<file path="config.mk">
export PLATFORM = sky130hd
export DESIGN_NAME = usb_ethernet_rx_deframer
export DESIGN_NICKNAME = d
export VERILOG_FILES = /design/src/design/uerd_pkg.sv /design/src/design/usb_ethernet_rx_deframer.sv /design/src/design/uerd_core.sv
export VERILOG_INCLUDE_DIRS = /design/src /design/src/design
export SDC_FILE = /design/constraint.sdc
export NUM_CORES = 1
export LEC_CHECK = 0
export BUFFER_PORTS_ARGS = -buffer_cell sky130_fd_sc_hd__buf_2
export CAP_MARGIN = 20
export CORE_AREA = 2 2 91 93
export DETAILED_ROUTE_END_ITERATION = 6
export DIE_AREA = 0 0 93 95
export PLACE_DENSITY = 0.82
export SLEW_MARGIN = 10
export SYNTH_ARGS = -nofsm -noshare
export SYNTH_HDL_FRONTEND = slang
export SYNTH_SLANG_ARGS = --single-unit
</file>
<file path="constraint.sdc">
create_clock -name aclk -period 3.4 [get_ports aclk]
set_input_delay 0.34 -clock aclk [delete_from_list [all_inputs] [get_ports aclk]]
set_output_delay 0.34 -clock aclk [all_outputs]
set_load 0.01 [all_outputs]
</file>
<file path="src/design/assert_macros.svh">
// Assertion macros for the RTL of the receive deframer.
// Needs nothing else; files that assert take this header by include.
`ifndef ASSERT_MACROS_SVH
`define ASSERT_MACROS_SVH

// Check a property on every rising edge, off while reset is held.
`define ASSERT_CLK_RST(label, clk, rstn, prop, msg) \
    label: assert property (@(posedge clk) disable iff (!rstn) prop) else $error(msg);

// Check a property on every rising edge, reset included.
`define ASSERT_CLK(label, clk, prop, msg) \
    label: assert property (@(posedge clk) prop) else $error(msg);

`endif

</file>
<file path="src/design/uerd_pkg.sv">
// Shared types and constants of the receive deframer.
// No dependencies; used by uerd_core and usb_ethernet_rx_deframer.
`default_nettype none

package uerd_pkg;

    localparam int unsigned ByteW  = 8;
    localparam int unsigned LeftW  = 12;
    localparam int unsigned TrailW = 3;

    localparam logic [LeftW-1:0]  HdrOverhead = 12'd7;
    localparam logic [15:0]       CrcBytes    = 16'd4;
    localparam logic [ByteW-1:0]  StatusMask  = 8'hbf;

    typedef enum logic [2:0] {
        RC_PAYLOAD    = 3'd0,
        RC_SHORT      = 3'd1,
        RC_BAD_STATUS = 3'd2,
        RC_TOO_LONG   = 3'd3,
        RC_EMPTY      = 3'd4
    } result_code_t;

    typedef struct packed {
        logic [ByteW-1:0] out_byte;
        logic             frame_end;
        result_code_t     code;
    } uerd_result_t;

endpackage

`default_nettype wire

</file>
<file path="src/design/usb_ethernet_rx_deframer.sv">
// Receive deframer for a length-prefixed USB Ethernet transfer buffer: top level.
// Depends on uerd_pkg and uerd_core.
//
// Takes one byte of a received transfer buffer per item, together with the
// count of bytes left in that buffer (1 on the buffer's last byte). Each frame
// opens with a status byte and a little-endian 16-bit length that counts a
// 4-byte CRC; the payload bytes come out one per item with m_tlast on the last
// one, and the CRC plus one pad byte after an odd payload are swallowed. A
// header fault (buffer under 7 bytes at the status byte, a status with any of
// bits 0xbf set, or a length that overruns the buffer) yields one error item
// and the rest of the buffer is discarded; a zero-length payload yields an
// empty-frame marker. Error and marker items carry a zero data byte and
// m_tlast high. The last byte of a buffer always resynchronizes to a header.
// Rate: one item per clock while m_tready does not stall the output. An item
// waits in the input register, then the parser state and the result
// register update together to put its result on m_*. Bytes that make no
// result (header, CRC, pad, dropped) leave nothing on the output side.
`default_nettype none

module usb_ethernet_rx_deframer (
    input  wire logic        aclk,
    input  wire logic        aresetn,
    input  wire logic        s_tvalid,
    output logic             s_tready,
    input  wire logic [23:0] s_tdata,   // [7:0] rx_byte, [19:8] bytes_left, [23:20] zero
    output logic             m_tvalid,
    input  wire logic        m_tready,
    output logic [7:0]       m_tdata,   // [7:0] out_byte
    output logic             m_tlast,
    output logic [2:0]       m_tuser    // [2:0] result_code
);

    logic                            in_valid_reg, in_valid_next;
    logic [uerd_pkg::ByteW-1:0]      in_byte_reg;
    logic [uerd_pkg::LeftW-1:0]      in_left_reg;

    logic                            advance;
    logic                            res_valid;
    uerd_pkg::uerd_result_t          res;

    // the parse stage moves whenever the result register is free or draining
    assign advance  = !res_valid || m_tready;
    assign s_tready = !in_valid_reg || advance;

    always_comb begin
        in_valid_next = in_valid_reg;
        if (s_tready) begin
            in_valid_next = s_tvalid;
        end
    end

    always_ff @(posedge aclk) begin
        if (!aresetn) begin
            in_valid_reg <= 1'b0;
        end else begin
            in_valid_reg <= in_valid_next;
        end
    end

    // hold the captured item until the parse stage takes it
    always_ff @(posedge aclk) begin
        if (s_tvalid && s_tready) begin
            in_byte_reg <= s_tdata[7:0];
            in_left_reg <= s_tdata[19:8];
        end
    end

    uerd_core u_core (
        .aclk       (aclk),
        .aresetn    (aresetn),
        .advance    (advance),
        .item_valid (in_valid_reg),
        .item_byte  (in_byte_reg),
        .item_left  (in_left_reg),
        .res_valid  (res_valid),
        .res        (res)
    );

    assign m_tvalid = res_valid;
    assign m_tdata  = res.out_byte;
    assign m_tlast  = res.frame_end;
    assign m_tuser  = res.code;

endmodule

`default_nettype wire

</file>
<file path="src/design/uerd_core.sv">
// Frame parser state and result register of the receive deframer.
// Depends on uerd_pkg and assert_macros.svh.
`default_nettype none
`include "assert_macros.svh"

module uerd_core (
    input  wire logic                        aclk,
    input  wire logic                        aresetn,
    input  wire logic                        advance,
    input  wire logic                        item_valid,
    input  wire logic [uerd_pkg::ByteW-1:0]  item_byte,
    input  wire logic [uerd_pkg::LeftW-1:0]  item_left,
    output logic                             res_valid,
    output uerd_pkg::uerd_result_t           res
);

    typedef enum logic [2:0] {
        PH_STATUS, PH_LEN_LO, PH_LEN_HI, PH_PAYLOAD, PH_TRAILER, PH_DROP
    } phase_t;

    phase_t                          phase_reg, phase_next;
    logic [uerd_pkg::LeftW-1:0]      start_left_reg, start_left_next;
    logic [uerd_pkg::ByteW-1:0]      len_low_reg, len_low_next;
    logic [uerd_pkg::LeftW-1:0]      pay_left_reg, pay_left_next;
    logic [uerd_pkg::TrailW-1:0]     trail_left_reg, trail_left_next;
    logic                            res_valid_reg, res_valid_next;
    uerd_pkg::uerd_result_t          res_reg, res_next;

    logic                            step;
    logic [15:0]                     total_len;
    logic [15:0]                     pay_len;
    logic [uerd_pkg::LeftW-1:0]      room;
    logic [uerd_pkg::LeftW-1:0]      pay_dec;
    logic [uerd_pkg::TrailW-1:0]     trail_dec;
    logic                            has_res;

    assign step      = advance && item_valid;
    assign total_len = {item_byte, len_low_reg};
    assign pay_len   = total_len - uerd_pkg::CrcBytes;
    assign room      = (start_left_reg >= uerd_pkg::HdrOverhead) ?
                       start_left_reg - uerd_pkg::HdrOverhead : '0;
    assign pay_dec   = pay_left_reg - 12'd1;
    assign trail_dec = (trail_left_reg != '0) ? trail_left_reg - 3'd1 : trail_left_reg;

    always_comb begin
        phase_next      = phase_reg;
        start_left_next = start_left_reg;
        len_low_next    = len_low_reg;
        pay_left_next   = pay_left_reg;
        trail_left_next = trail_left_reg;
        has_res         = 1'b0;
        res_next        = '{out_byte: '0, frame_end: 1'b1, code: uerd_pkg::RC_PAYLOAD};

        unique case (phase_reg)
            PH_STATUS: begin
                start_left_next = item_left;
                if (item_left < uerd_pkg::HdrOverhead) begin
                    has_res       = 1'b1;
                    res_next.code = uerd_pkg::RC_SHORT;
                    phase_next    = PH_DROP;
                end else if ((item_byte & uerd_pkg::StatusMask) != '0) begin
                    has_res       = 1'b1;
                    res_next.code = uerd_pkg::RC_BAD_STATUS;
                    phase_next    = PH_DROP;
                end else begin
                    phase_next = PH_LEN_LO;
                end
            end
            PH_LEN_LO: begin
                len_low_next = item_byte;
                phase_next   = PH_LEN_HI;
            end
            PH_LEN_HI: begin
                if (pay_len > {4'd0, room}) begin
                    has_res       = 1'b1;
                    res_next.code = uerd_pkg::RC_TOO_LONG;
                    phase_next    = PH_DROP;
                end else if (pay_len == '0) begin
                    has_res         = 1'b1;
                    res_next.code   = uerd_pkg::RC_EMPTY;
                    trail_left_next = uerd_pkg::CrcBytes[uerd_pkg::TrailW-1:0];
                    phase_next      = PH_TRAILER;
                end else begin
                    pay_left_next   = pay_len[uerd_pkg::LeftW-1:0];
                    trail_left_next = uerd_pkg::CrcBytes[uerd_pkg::TrailW-1:0]
                                      + {2'd0, pay_len[0]};
                    phase_next      = PH_PAYLOAD;
                end
            end
            PH_PAYLOAD: begin
                pay_left_next      = pay_dec;
                has_res            = 1'b1;
                res_next.out_byte  = item_byte;
                res_next.frame_end = (pay_dec == '0);
                if (pay_dec == '0) begin
                    phase_next = PH_TRAILER;
                end
            end
            PH_TRAILER: begin
                trail_left_next = trail_dec;
                if (trail_dec == '0) begin
                    phase_next = PH_STATUS;
                end
            end
            PH_DROP: begin
                phase_next = PH_DROP;
            end
            default: begin
                phase_next = PH_STATUS;
            end
        endcase

        // buffer end cuts off whatever is in progress
        if (item_left <= 12'd1) begin
            phase_next      = PH_STATUS;
            pay_left_next   = '0;
            trail_left_next = '0;
        end

        res_valid_next = res_valid_reg;
        if (advance) begin
            res_valid_next = item_valid && has_res;
        end
    end

    always_ff @(posedge aclk) begin
        if (!aresetn) begin
            phase_reg      <= PH_STATUS;
            start_left_reg <= '0;
            len_low_reg    <= '0;
            pay_left_reg   <= '0;
            trail_left_reg <= '0;
            res_valid_reg  <= 1'b0;
        end else begin
            res_valid_reg <= res_valid_next;
            if (step) begin
                phase_reg      <= phase_next;
                start_left_reg <= start_left_next;
                len_low_reg    <= len_low_next;
                pay_left_reg   <= pay_left_next;
                trail_left_reg <= trail_left_next;
            end
        end
    end

    always_ff @(posedge aclk) begin
        if (step) begin
            res_reg <= res_next;
        end
    end

    assign res_valid = res_valid_reg;
    assign res       = res_reg;

    `ASSERT_CLK_RST(a_marker_is_zero_end, aclk, aresetn,
        res_valid_reg && (res_reg.code != uerd_pkg::RC_PAYLOAD) |->
            (res_reg.out_byte == '0) && res_reg.frame_end,
        "error or empty marker carries data or lacks frame end")
    `ASSERT_CLK_RST(a_payload_count_live, aclk, aresetn,
        (phase_reg == PH_PAYLOAD) |-> (pay_left_reg != '0),
        "payload phase with no bytes left")
    `ASSERT_CLK_RST(a_buffer_end_resync, aclk, aresetn,
        step && (item_left <= 12'd1) |=> (phase_reg == PH_STATUS),
        "buffer end did not return to header parsing")

endmodule

`default_nettype wire
</file>
==> results.json, run 1 <==
{
  "power.share.combinational": 0.177,
  "p_per_area_mw_per_mm2": 410,
  "cts_tree": "yes",
  "coreArea_mm2": 0.00793,
  "ys_warn_count": 0,
  "crit_required_ns": 3.67,
  "p_int_w": 0.00143,
  "rows": 33,
  "pwr-share-seq": 0.492,
  "fp.dieArea_mm2": 0.00884,
  "fin_nets": 552,
  "syn_area_mm2": 0.00424,
  "switching_share": 0.278,
  "setup_viol": 0,
  "cts_buffers": 9,
  "cap_viol_max_count": 0,
  "cts_root_buf": "clkbuf_8",
  "cts_sinks": 72,
  "seq_area_frac_synth": 0.416,
  "netlist_instances": 460,
  "outcome": "complete, no violations",
  "cp.arrival_ns": 3.50,
  "grt_use_total": 0.219,
  "ctsHoldBuffers": 0,
  "clk_latency_ns": 0.35,
  "wire_per_inst_um": 15.3,
  "fin_crit_sh": 0.948,
  "io_pins": 42,
  "finalWirelength_mm": 9.41,
  "dpl.hpwl_mm": 6.74,
  "dieHeight_um": 95,
  "startpoint_type": "flop",
  "place.gp.congestion": 0.900,
  "clock_power_share": 0.330,
  "synth_area_per_cell_um2": 9.21,
  "clockBufferDepth": 2,
  "synth-main-ff-cell": "dfxtp_1",
  "antenna_left": 0,
  "ys_seq_elements": 72,
  "p_leak_nw": 1.88,
  "path_clk_slew_ns": 0.08,
  "grt_max_degree": 30,
  "syn2layout_area_growth_pct": 13.9,
  "drive_gt1_frac": 0.161,
  "critPathCaptureType": "flop",
  "grt_pass1_vias": 3432,
  "path_max_fanout": 6,
  "antenna_found_initial": 0,
  "drc": 0,
  "routed_via_density": 5.87,
  "finalHoldViolations": 0,
  "min_path_type": "in -> reg",
  "grt_overflow_total": 0,
  "final_util": 0.608,
  "via_count": 3602,
  "syn_nets": 508,
  "fin_hold_ws_ns": 0.164,
  "die_width_um": 93,
  "diodes": 0,
  "postSynth.asyncResetShare": 0,
  "grt_pass1_wl_mm": 15.4,
  "port_buffers": 37,
  "firstDrtPassIters": 5,
  "fin_skew_ns": 0.00655,
  "drt-initial-drc-count": 302,
  "max_freq_mhz": 310,
  "synth_edf_count": 32,
  "peakVddDrop_uv": 256,
  "path_class": "reg -> reg",
  "worst_pin_slew_ns": 1.02,
  "report.final.slew_viol_count": 0,
  "cts.htree.levels": 3,
  "p_switching_w": 0.000551,
  "start_util": 0.534,
  "period_needed_ns": 3.22,
  "ys_types": 61,
  "slew_headroom": 0.320
}
## final timing paths
kind,startpoint,endpoint,slack (ns),cells after the start
hold reg to reg,u_core.start_left_reg[6],u_core.start_left_reg[6],0.49,2
setup reg to reg,u_core.start_left_reg[4],u_core.pay_left_reg[8],0.18,13
hold / removal,s_tdata[9],in_left_reg[1],0.16,1
setup / recovery,u_core.start_left_reg[4],u_core.pay_left_reg[8],0.18,13
## metrics by stage
stage	TNS [ns]	cells	total power, W	cell area, um2	setup WS [ns]
floorplan	0	460	0.00122	4240	0.281
detailed placement	0	596	0.00132	4550	0.0220
finish	0	614	0.00198	4820	0.175
global route	-0.0273	614	0.00207	4820	-0.0160
global placement	0	596	0.00130	4550	0.159
CTS	0	612	0.00197	4750	0.0446
## power groups by stage
stage	sequential, W	combinational, W	clock (W)
3_5_place_dp	0.000990	0.000332	0
2_1_floorplan	0.000981	0.000241	0
6_report	0.000974	0.000351	0.000654
4_1_cts	0.000970	0.000335	0.000662
5_1_grt	0.000979	0.000395	0.000697
3_3_place_gp	0.000988	0.000311	0
## cell usage after synthesis (all sizes together) (4+ instances only)
| cell | instances | area (um2) |
|---|---|---|
| nand2 | 83 | 312 |
| dfxtp | 40 | 801 |
| edfxtp | 32 | 961 |
| nor2 | 30 | 113 |
| mux2i | 22 | 220 |
| ha | 20 | 250 |
| nor3 | 18 | 101 |
| inv | 17 | 63.8 |
| nor2b | 17 | 114 |
| o211ai | 16 | 120 |
| clkbuf | 15 | 56.3 |
| a21boi | 14 | 105 |
| a21oi | 14 | 70.1 |
| xor2 | 13 | 121 |
| o21ai | 10 | 50.1 |
| xnor2 | 10 | 87.6 |
| and2 | 9 | 56.3 |
| nand3 | 9 | 45.0 |
| o31ai | 6 | 50.1 |
| nand2b | 5 | 31.3 |
| nand4 | 5 | 31.3 |
| a31oi | 4 | 25.0 |
| and3 | 4 | 25.0 |
| buf | 4 | 38.8 |
| nor4 | 4 | 40.0 |
| nor4b | 4 | 35.0 |
| or3 | 4 | 25.0 |
## layer usage
layer | track usage | share of wire | vias up
li1 | - | - | 1735
met3 | 0.0519 | 0.056 | 36
met4 | 0.108 | 0.037 | 0
met2 | 0.389 | 0.50 | 141
met1 | 0.248 | 0.41 | 1690
met5 | 0 | 0 | -
## kinds of logic after synthesis
logic type | share of synthesized area
and+or+nand+nor | 0.242
AOI/OAI and AO/OA | 0.143
DFF | 0.416
buffers and inverters | 0.0384
xor gates and xnor gates | 0.0493
muxes | 0.0520
adders and majority gates | 0.0591
## cells in the final DEF (no fill, tap or decap), types with 16 or more instances in the layout
cell      count
nor2b_1      16
inv_1        17
buf_2        37
nor2_1       29
nand2_1      83
dfxtp_1      40
ha_1         20
o211ai_1     16
mux2i_1      22
edfxtp_1     32
## layout make-up
class,count,area [um2]
tap,105,131
fill,665,3110
clock buffer,10,128
multi-input combinational,352,2380
sequential,72,1760
timing repair buffer,51,290
inverter,18,67.6
clock inverter,6,60.1
## critical path, cell delays in order (launching register included)
cell	delay, ns
dfxtp_1	0.35
nor3_2	0.19
nand2b_1	0.20
nor4_4	0.29
nand2_1	0.12
nor3_1	0.15
a21oi_1	0.07
ha_1	0.32
a21oi_1	0.19
o21ai_0	0.12
o31ai_1	0.30
nor2b_4	0.35
a31o_4	0.28
mux2i_1	0.22
## repair_timing
action | in CTS | in global routing
pin swaps | 0 | 2
gates resized for setup | 1 | 9
setup buffers | 0 | 1
endpoints found under the setup margin | 1 | 19
cloned | 0 | 1
Note: power is estimated with default switching activity, not from simulation.
==> run 2: changes to the inputs <==
BUFFER_PORTS_ARGS = -buffer_cell sky130_fd_sc_hd__clkbuf_2   (was -buffer_cell sky130_fd_sc_hd__buf_2)
==> results.json, run 2 (synthesized netlist as in run 1, its figures left out) <==
{
  "placed_area_mm2": 0.00456,
  "worstPathBufferInverterCount": 0,
  "fin_skew_ns": 0.00799,
  "slew_headroom": 0.292,
  "whs_path_depth": 1,
  "crit_chain": "or3_1 -> or3_1 -> xnor2_2 -> ha_1 -> a21oi_1 -> o21ai_0 -> o31ai_2 -> nor2b_4 -> a31o_4 -> mux2i_1",
  "cts_tree": "yes",
  "cap_viol_max_count": 0,
  "final_common_cell": "nand2_1",
  "outcome": "complete, no violations",
  "grt_use_total": 0.216,
  "ctsHoldBuffers": 0,
  "r2r_end": "u_core.pay_left_reg[10]",
  "min-delay-start": "s_tdata[9]",
  "rows": 33,
  "grt_overflow_total": 0,
  "report.final.slew_viol_count": 0,
  "clockBufferDepth": 2,
  "finalHoldViolations": 0,
  "cts_sinks": 72,
  "finalInstanceArea_mm2": 0.00486,
  "cp_top_family": "simple AND/OR/NAND/NOR gates",
  "start_util": 0.534,
  "worst_pin_slew_ns": 1.06,
  "cp.arrival_ns": 3.45,
  "reg2regPathDepth": 10,
  "startpoint_type": "flop",
  "routed_via_density": 5.79,
  "r2r_slack_ns": 0.22,
  "p_total_w": 0.00211,
  "max_freq_mhz": 314,
  "place.gp.congestion": 0.905,
  "setup_viol": 0,
  "path_max_fanout": 6,
  "dieHeight_um": 95,
  "reg2reg_from": "in_byte_reg[0]",
  "fin_crit_sh": 0.936,
  "period_needed_ns": 3.18,
  "dpl.hpwl_mm": 6.56,
  "crit_path_max_incr_delay_ns": 0.43,
  "fillCellCount": 630,
  "grt_max_degree": 30,
  "port_buffers": 37,
  "critPathCaptureType": "flop",
  "clk_latency_ns": 0.35,
  "min_to": "in_left_reg[1]",
  "drt-initial-drc-count": 206,
  "final_cell_mix": "83 x nand2_1, 40 x dfxtp_1, 37 x clkbuf_2",
  "die_width_um": 93,
  "grt_pass1_wl_mm": 14.9,
  "antenna_found_initial": 0,
  "min_path_type": "in -> reg",
  "final_util": 0.613,
  "path_class": "reg -> reg",
  "path_clk_slew_ns": 0.07,
  "crit_slowest_cell": "or3_1",
  "drive_gt1_frac": 0.165,
  "p_leak_nw": 1.90,
  "antenna_left": 0,
  "p_per_area_mw_per_mm2": 434,
  "fp.dieArea_mm2": 0.00884,
  "coreArea_mm2": 0.00793,
  "grt_pass1_vias": 3307,
  "cts_buffers": 9,
  "syn2layout_area_growth_pct": 14.8,
  "wire_per_inst_um": 15.3,
  "io_pins": 42,
  "cts.htree.levels": 3,
  "crit_required_ns": 3.67,
  "fin_nets": 553,
  "cp_common_cell": "or3_1",
  "cts_root_buf": "clkbuf_8",
  "diodes": 0,
  "finalWirelength_mm": 9.40,
  "firstDrtPassIters": 5,
  "peakVddDrop_uv": 332,
  "via_count": 3558,
  "drc": 0
}
run 2: cell count changes in the layout (fill, tap and decap cells not counted), sizes merged:
| cell | change |
|---|---|
| clkinv | -4 |
| clkbuf | +40 |
| buf | -36 |
| bufinv | +2 |
| clkinvlp | -1 |
run 2: area by class of cell:
class                           count  area (um2)  share of cell area
Clock buffer                       13         139              0.0286
Clock inverter                      3        90.1              0.0185
Inverter                           18        67.6              0.0139
Multi-Input combinational cell    352        2370               0.488
Sequential cell                    72        1760               0.362
Tap cell                          105         131              0.0270
Timing Repair Buffer               52         298              0.0613
run 2: report_power, final:
part	total, W	leakage (nW)	internal (W)	switching [W]
Combinational	0.000346	1.16	0.000153	0.000193
Sequential	0.000973	0.634	0.000939	0.0000331
Clock	0.000792	0.112	0.000489	0.000303
run 2: metal layers:
layer	routed length (um)	track usage	vias to the layer above
met5	0	0	-
met1	3910	0.249	1667
met3	486	0.0447	32
li1	-	-	1744
met4	378	0.137	0
met2	4630	0.367	115
run 2: how the worst max path moves through the flow:
stage / from / end / slack (ns) / cells after the start
floorplan: u_core.len_low_reg[2] / u_core.pay_left_reg[3] / 0.28 / 14
global placement: u_core.len_low_reg[3] / u_core.res[2] / 0.18 / 11
detailed placement: u_core.len_low_reg[3] / u_core.pay_left_reg[10] / 0.05 / 11
CTS: in_byte_reg[0] / u_core.pay_left_reg[10] / 0.04 / 10
global route: u_core.start_left_reg[4] / u_core.pay_left_reg[8] / -0.01 / 13
finish: in_byte_reg[0] / u_core.pay_left_reg[10] / 0.22 / 10
run 2: repair_timing:
action                     in CTS  in global routing
cloned                          0                  1
setup buffers                   0                  1
pin swaps                       0                  2
setup endpoints to repair       1                 18
resized for setup               1                  9
run 2: per-stage QoR:
stage / std cells / TNS, ns / hold slack [ns] / setup WS [ns]
5_1_grt: 615 / -0.0389 / 0.150 / -0.0149
6_report: 615 / 0 / 0.159 / 0.217
4_1_cts: 613 / 0 / 0.151 / 0.0394
2_1_floorplan: 460 / 0 / 0.439 / 0.281
3_5_place_dp: 597 / 0 / 0.480 / 0.0521
3_3_place_gp: 597 / 0 / 0.469 / 0.177
==> run 3: changes to the inputs <==
clock period = 4 ns   (was 3.4 ns; I/O delays follow)
==> results.json, run 3 (synthesized netlist as in run 1, its figures left out) <==
{
  "dieHeight_um": 95,
  "peakVddDrop_uv": 282,
  "use_met2": 0.382,
  "routed_via_density": 5.77,
  "fillCellCount": 689,
  "final_cells": 602,
  "finalHoldViolations": 0,
  "grt_use_met1": 0.260,
  "postCtsResizedCells": 0,
  "p_leak_nw": 1.80,
  "fin_skew_ns": 0.0103,
  "grt_max_degree": 30,
  "endpoint": "u_core.res[2]",
  "path_class": "reg -> reg",
  "coreArea_mm2": 0.00793,
  "place.gp.congestion": 0.864,
  "slew_headroom": 0.257,
  "r2r_slack_ns": 0.41,
  "via_count": 3473,
  "path_max_fanout": 9,
  "post-place-cells": 586,
  "start_util": 0.534,
  "dpl.hpwl_mm": 6.67,
  "cts_root_buf": "clkbuf_8",
  "syn2layout_area_growth_pct": 10.5,
  "setup_tns_ns": 0,
  "wire_per_inst_um": 15.0,
  "crit_required_ns": 4.12,
  "finalWirelength_mm": 9.05,
  "port_buffers": 37,
  "final_util": 0.590,
  "worst_pin_slew_ns": 1.11,
  "report.final.slew_viol_count": 0,
  "diodes": 0,
  "setup_viol": 0,
  "firstDrtPassIters": 5,
  "io_pins": 42,
  "busiest_layer": "met2",
  "die_width_um": 93,
  "met3_usage": 0.0455,
  "placed_area_mm2": 0.00448,
  "finalInstanceArea_mm2": 0.00468,
  "fin_hold_ws_ns": 0.218,
  "antenna_left": 0,
  "p_per_area_mw_per_mm2": 358,
  "cp.arrival_ns": 3.71,
  "cap_viol_max_count": 0,
  "grt_pass1_wl_mm": 15.0,
  "path_clk_slew_ns": 0.07,
  "final_common_cell": "nand2_1",
  "cts_setup_buffers": 0,
  "clk_latency_ns": 0.35,
  "max_freq_mhz": 279,
  "fp.dieArea_mm2": 0.00884,
  "period_needed_ns": 3.59,
  "rows": 33,
  "startpoint_type": "flop",
  "cts.htree.levels": 3,
  "cts_tree": "yes",
  "fin_nets": 540,
  "reg2reg_from": "in_byte_reg[0]",
  "critPathLaunch": "in_byte_reg[0]",
  "ctsHoldBuffers": 0,
  "cts_sinks": 72,
  "drive_gt1_frac": 0.129,
  "grt_use_total": 0.216,
  "r2r_end": "u_core.res[2]",
  "clockBufferDepth": 2,
  "drc": 0,
  "grt_pass1_vias": 3234,
  "min_path_type": "in -> reg",
  "drt-initial-drc-count": 240,
  "critPathCaptureType": "flop",
  "fin_crit_sh": 0.897,
  "antenna_found_initial": 0,
  "cts_buffers": 9,
  "grt_overflow_total": 0,
  "outcome": "complete, no violations",
  "rsz0062_at_grt": "no",
  "reg2regPathDepth": 10,
  "final_cell_mix": "83 x nand2_1, 40 x dfxtp_1, 37 x clkbuf_2"
}
==> run 3: area by class of cell <==
class	instances	area [um2]	share of cell area
multi-input cells	351	2310	0.494
repair buffers	40	208	0.0444
inverters	18	67.6	0.0144
clock buffers	11	141	0.0302
flip-flops and latches	72	1760	0.377
clock inverters	5	57.6	0.0123
well taps	105	131	0.0281
==> run 3: through the flow <==
stage                     power [W]  setup slack [ns]
after detailed placement    0.00111             0.506
after floorplan             0.00104             0.881
after global placement      0.00109             0.588
after CTS                   0.00168             0.471
after global routing        0.00175             0.130
final                       0.00168             0.411
==> run 3: worst min path at each step <==
stage,from,end,slack [ns],cells past startpoint
2_1_floorplan,u_core.trail_left_reg[1],u_core.trail_left_reg[1],0.45,2
3_3_place_gp,u_core.trail_left_reg[1],u_core.trail_left_reg[1],0.47,2
3_5_place_dp,u_core.trail_left_reg[1],u_core.trail_left_reg[1],0.48,2
4_1_cts,s_tdata[19],in_left_reg[11],0.21,1
5_1_grt,s_tdata[17],in_left_reg[9],0.21,1
6_report,s_tdata[19],in_left_reg[11],0.22,1
==> run 3: routing by layer <==
layer,share of wire,vias up
met4,0.022,0
met1,0.44,1646
li1,-,1712
met2,0.50,100
met5,0,-
met3,0.044,15
==> run 3: power breakdown <==
part	switching (W)	total (W)	internal, W
clock	0.000273	0.000577	0.000304
combinational	0.000156	0.000270	0.000114
sequential	0.0000304	0.000829	0.000798
==> run 3: critical path, stage by stage, from the launching register on <==
cell	delay (ns)
edfxtp_1	0.53
or3_1	0.45
or3_1	0.34
xnor2_1	0.25
ha_1	0.31
a21oi_1	0.20
o21ai_0	0.12
o31ai_1	0.43
nor2b_4	0.30
inv_1	0.06
nor4_1	0.37
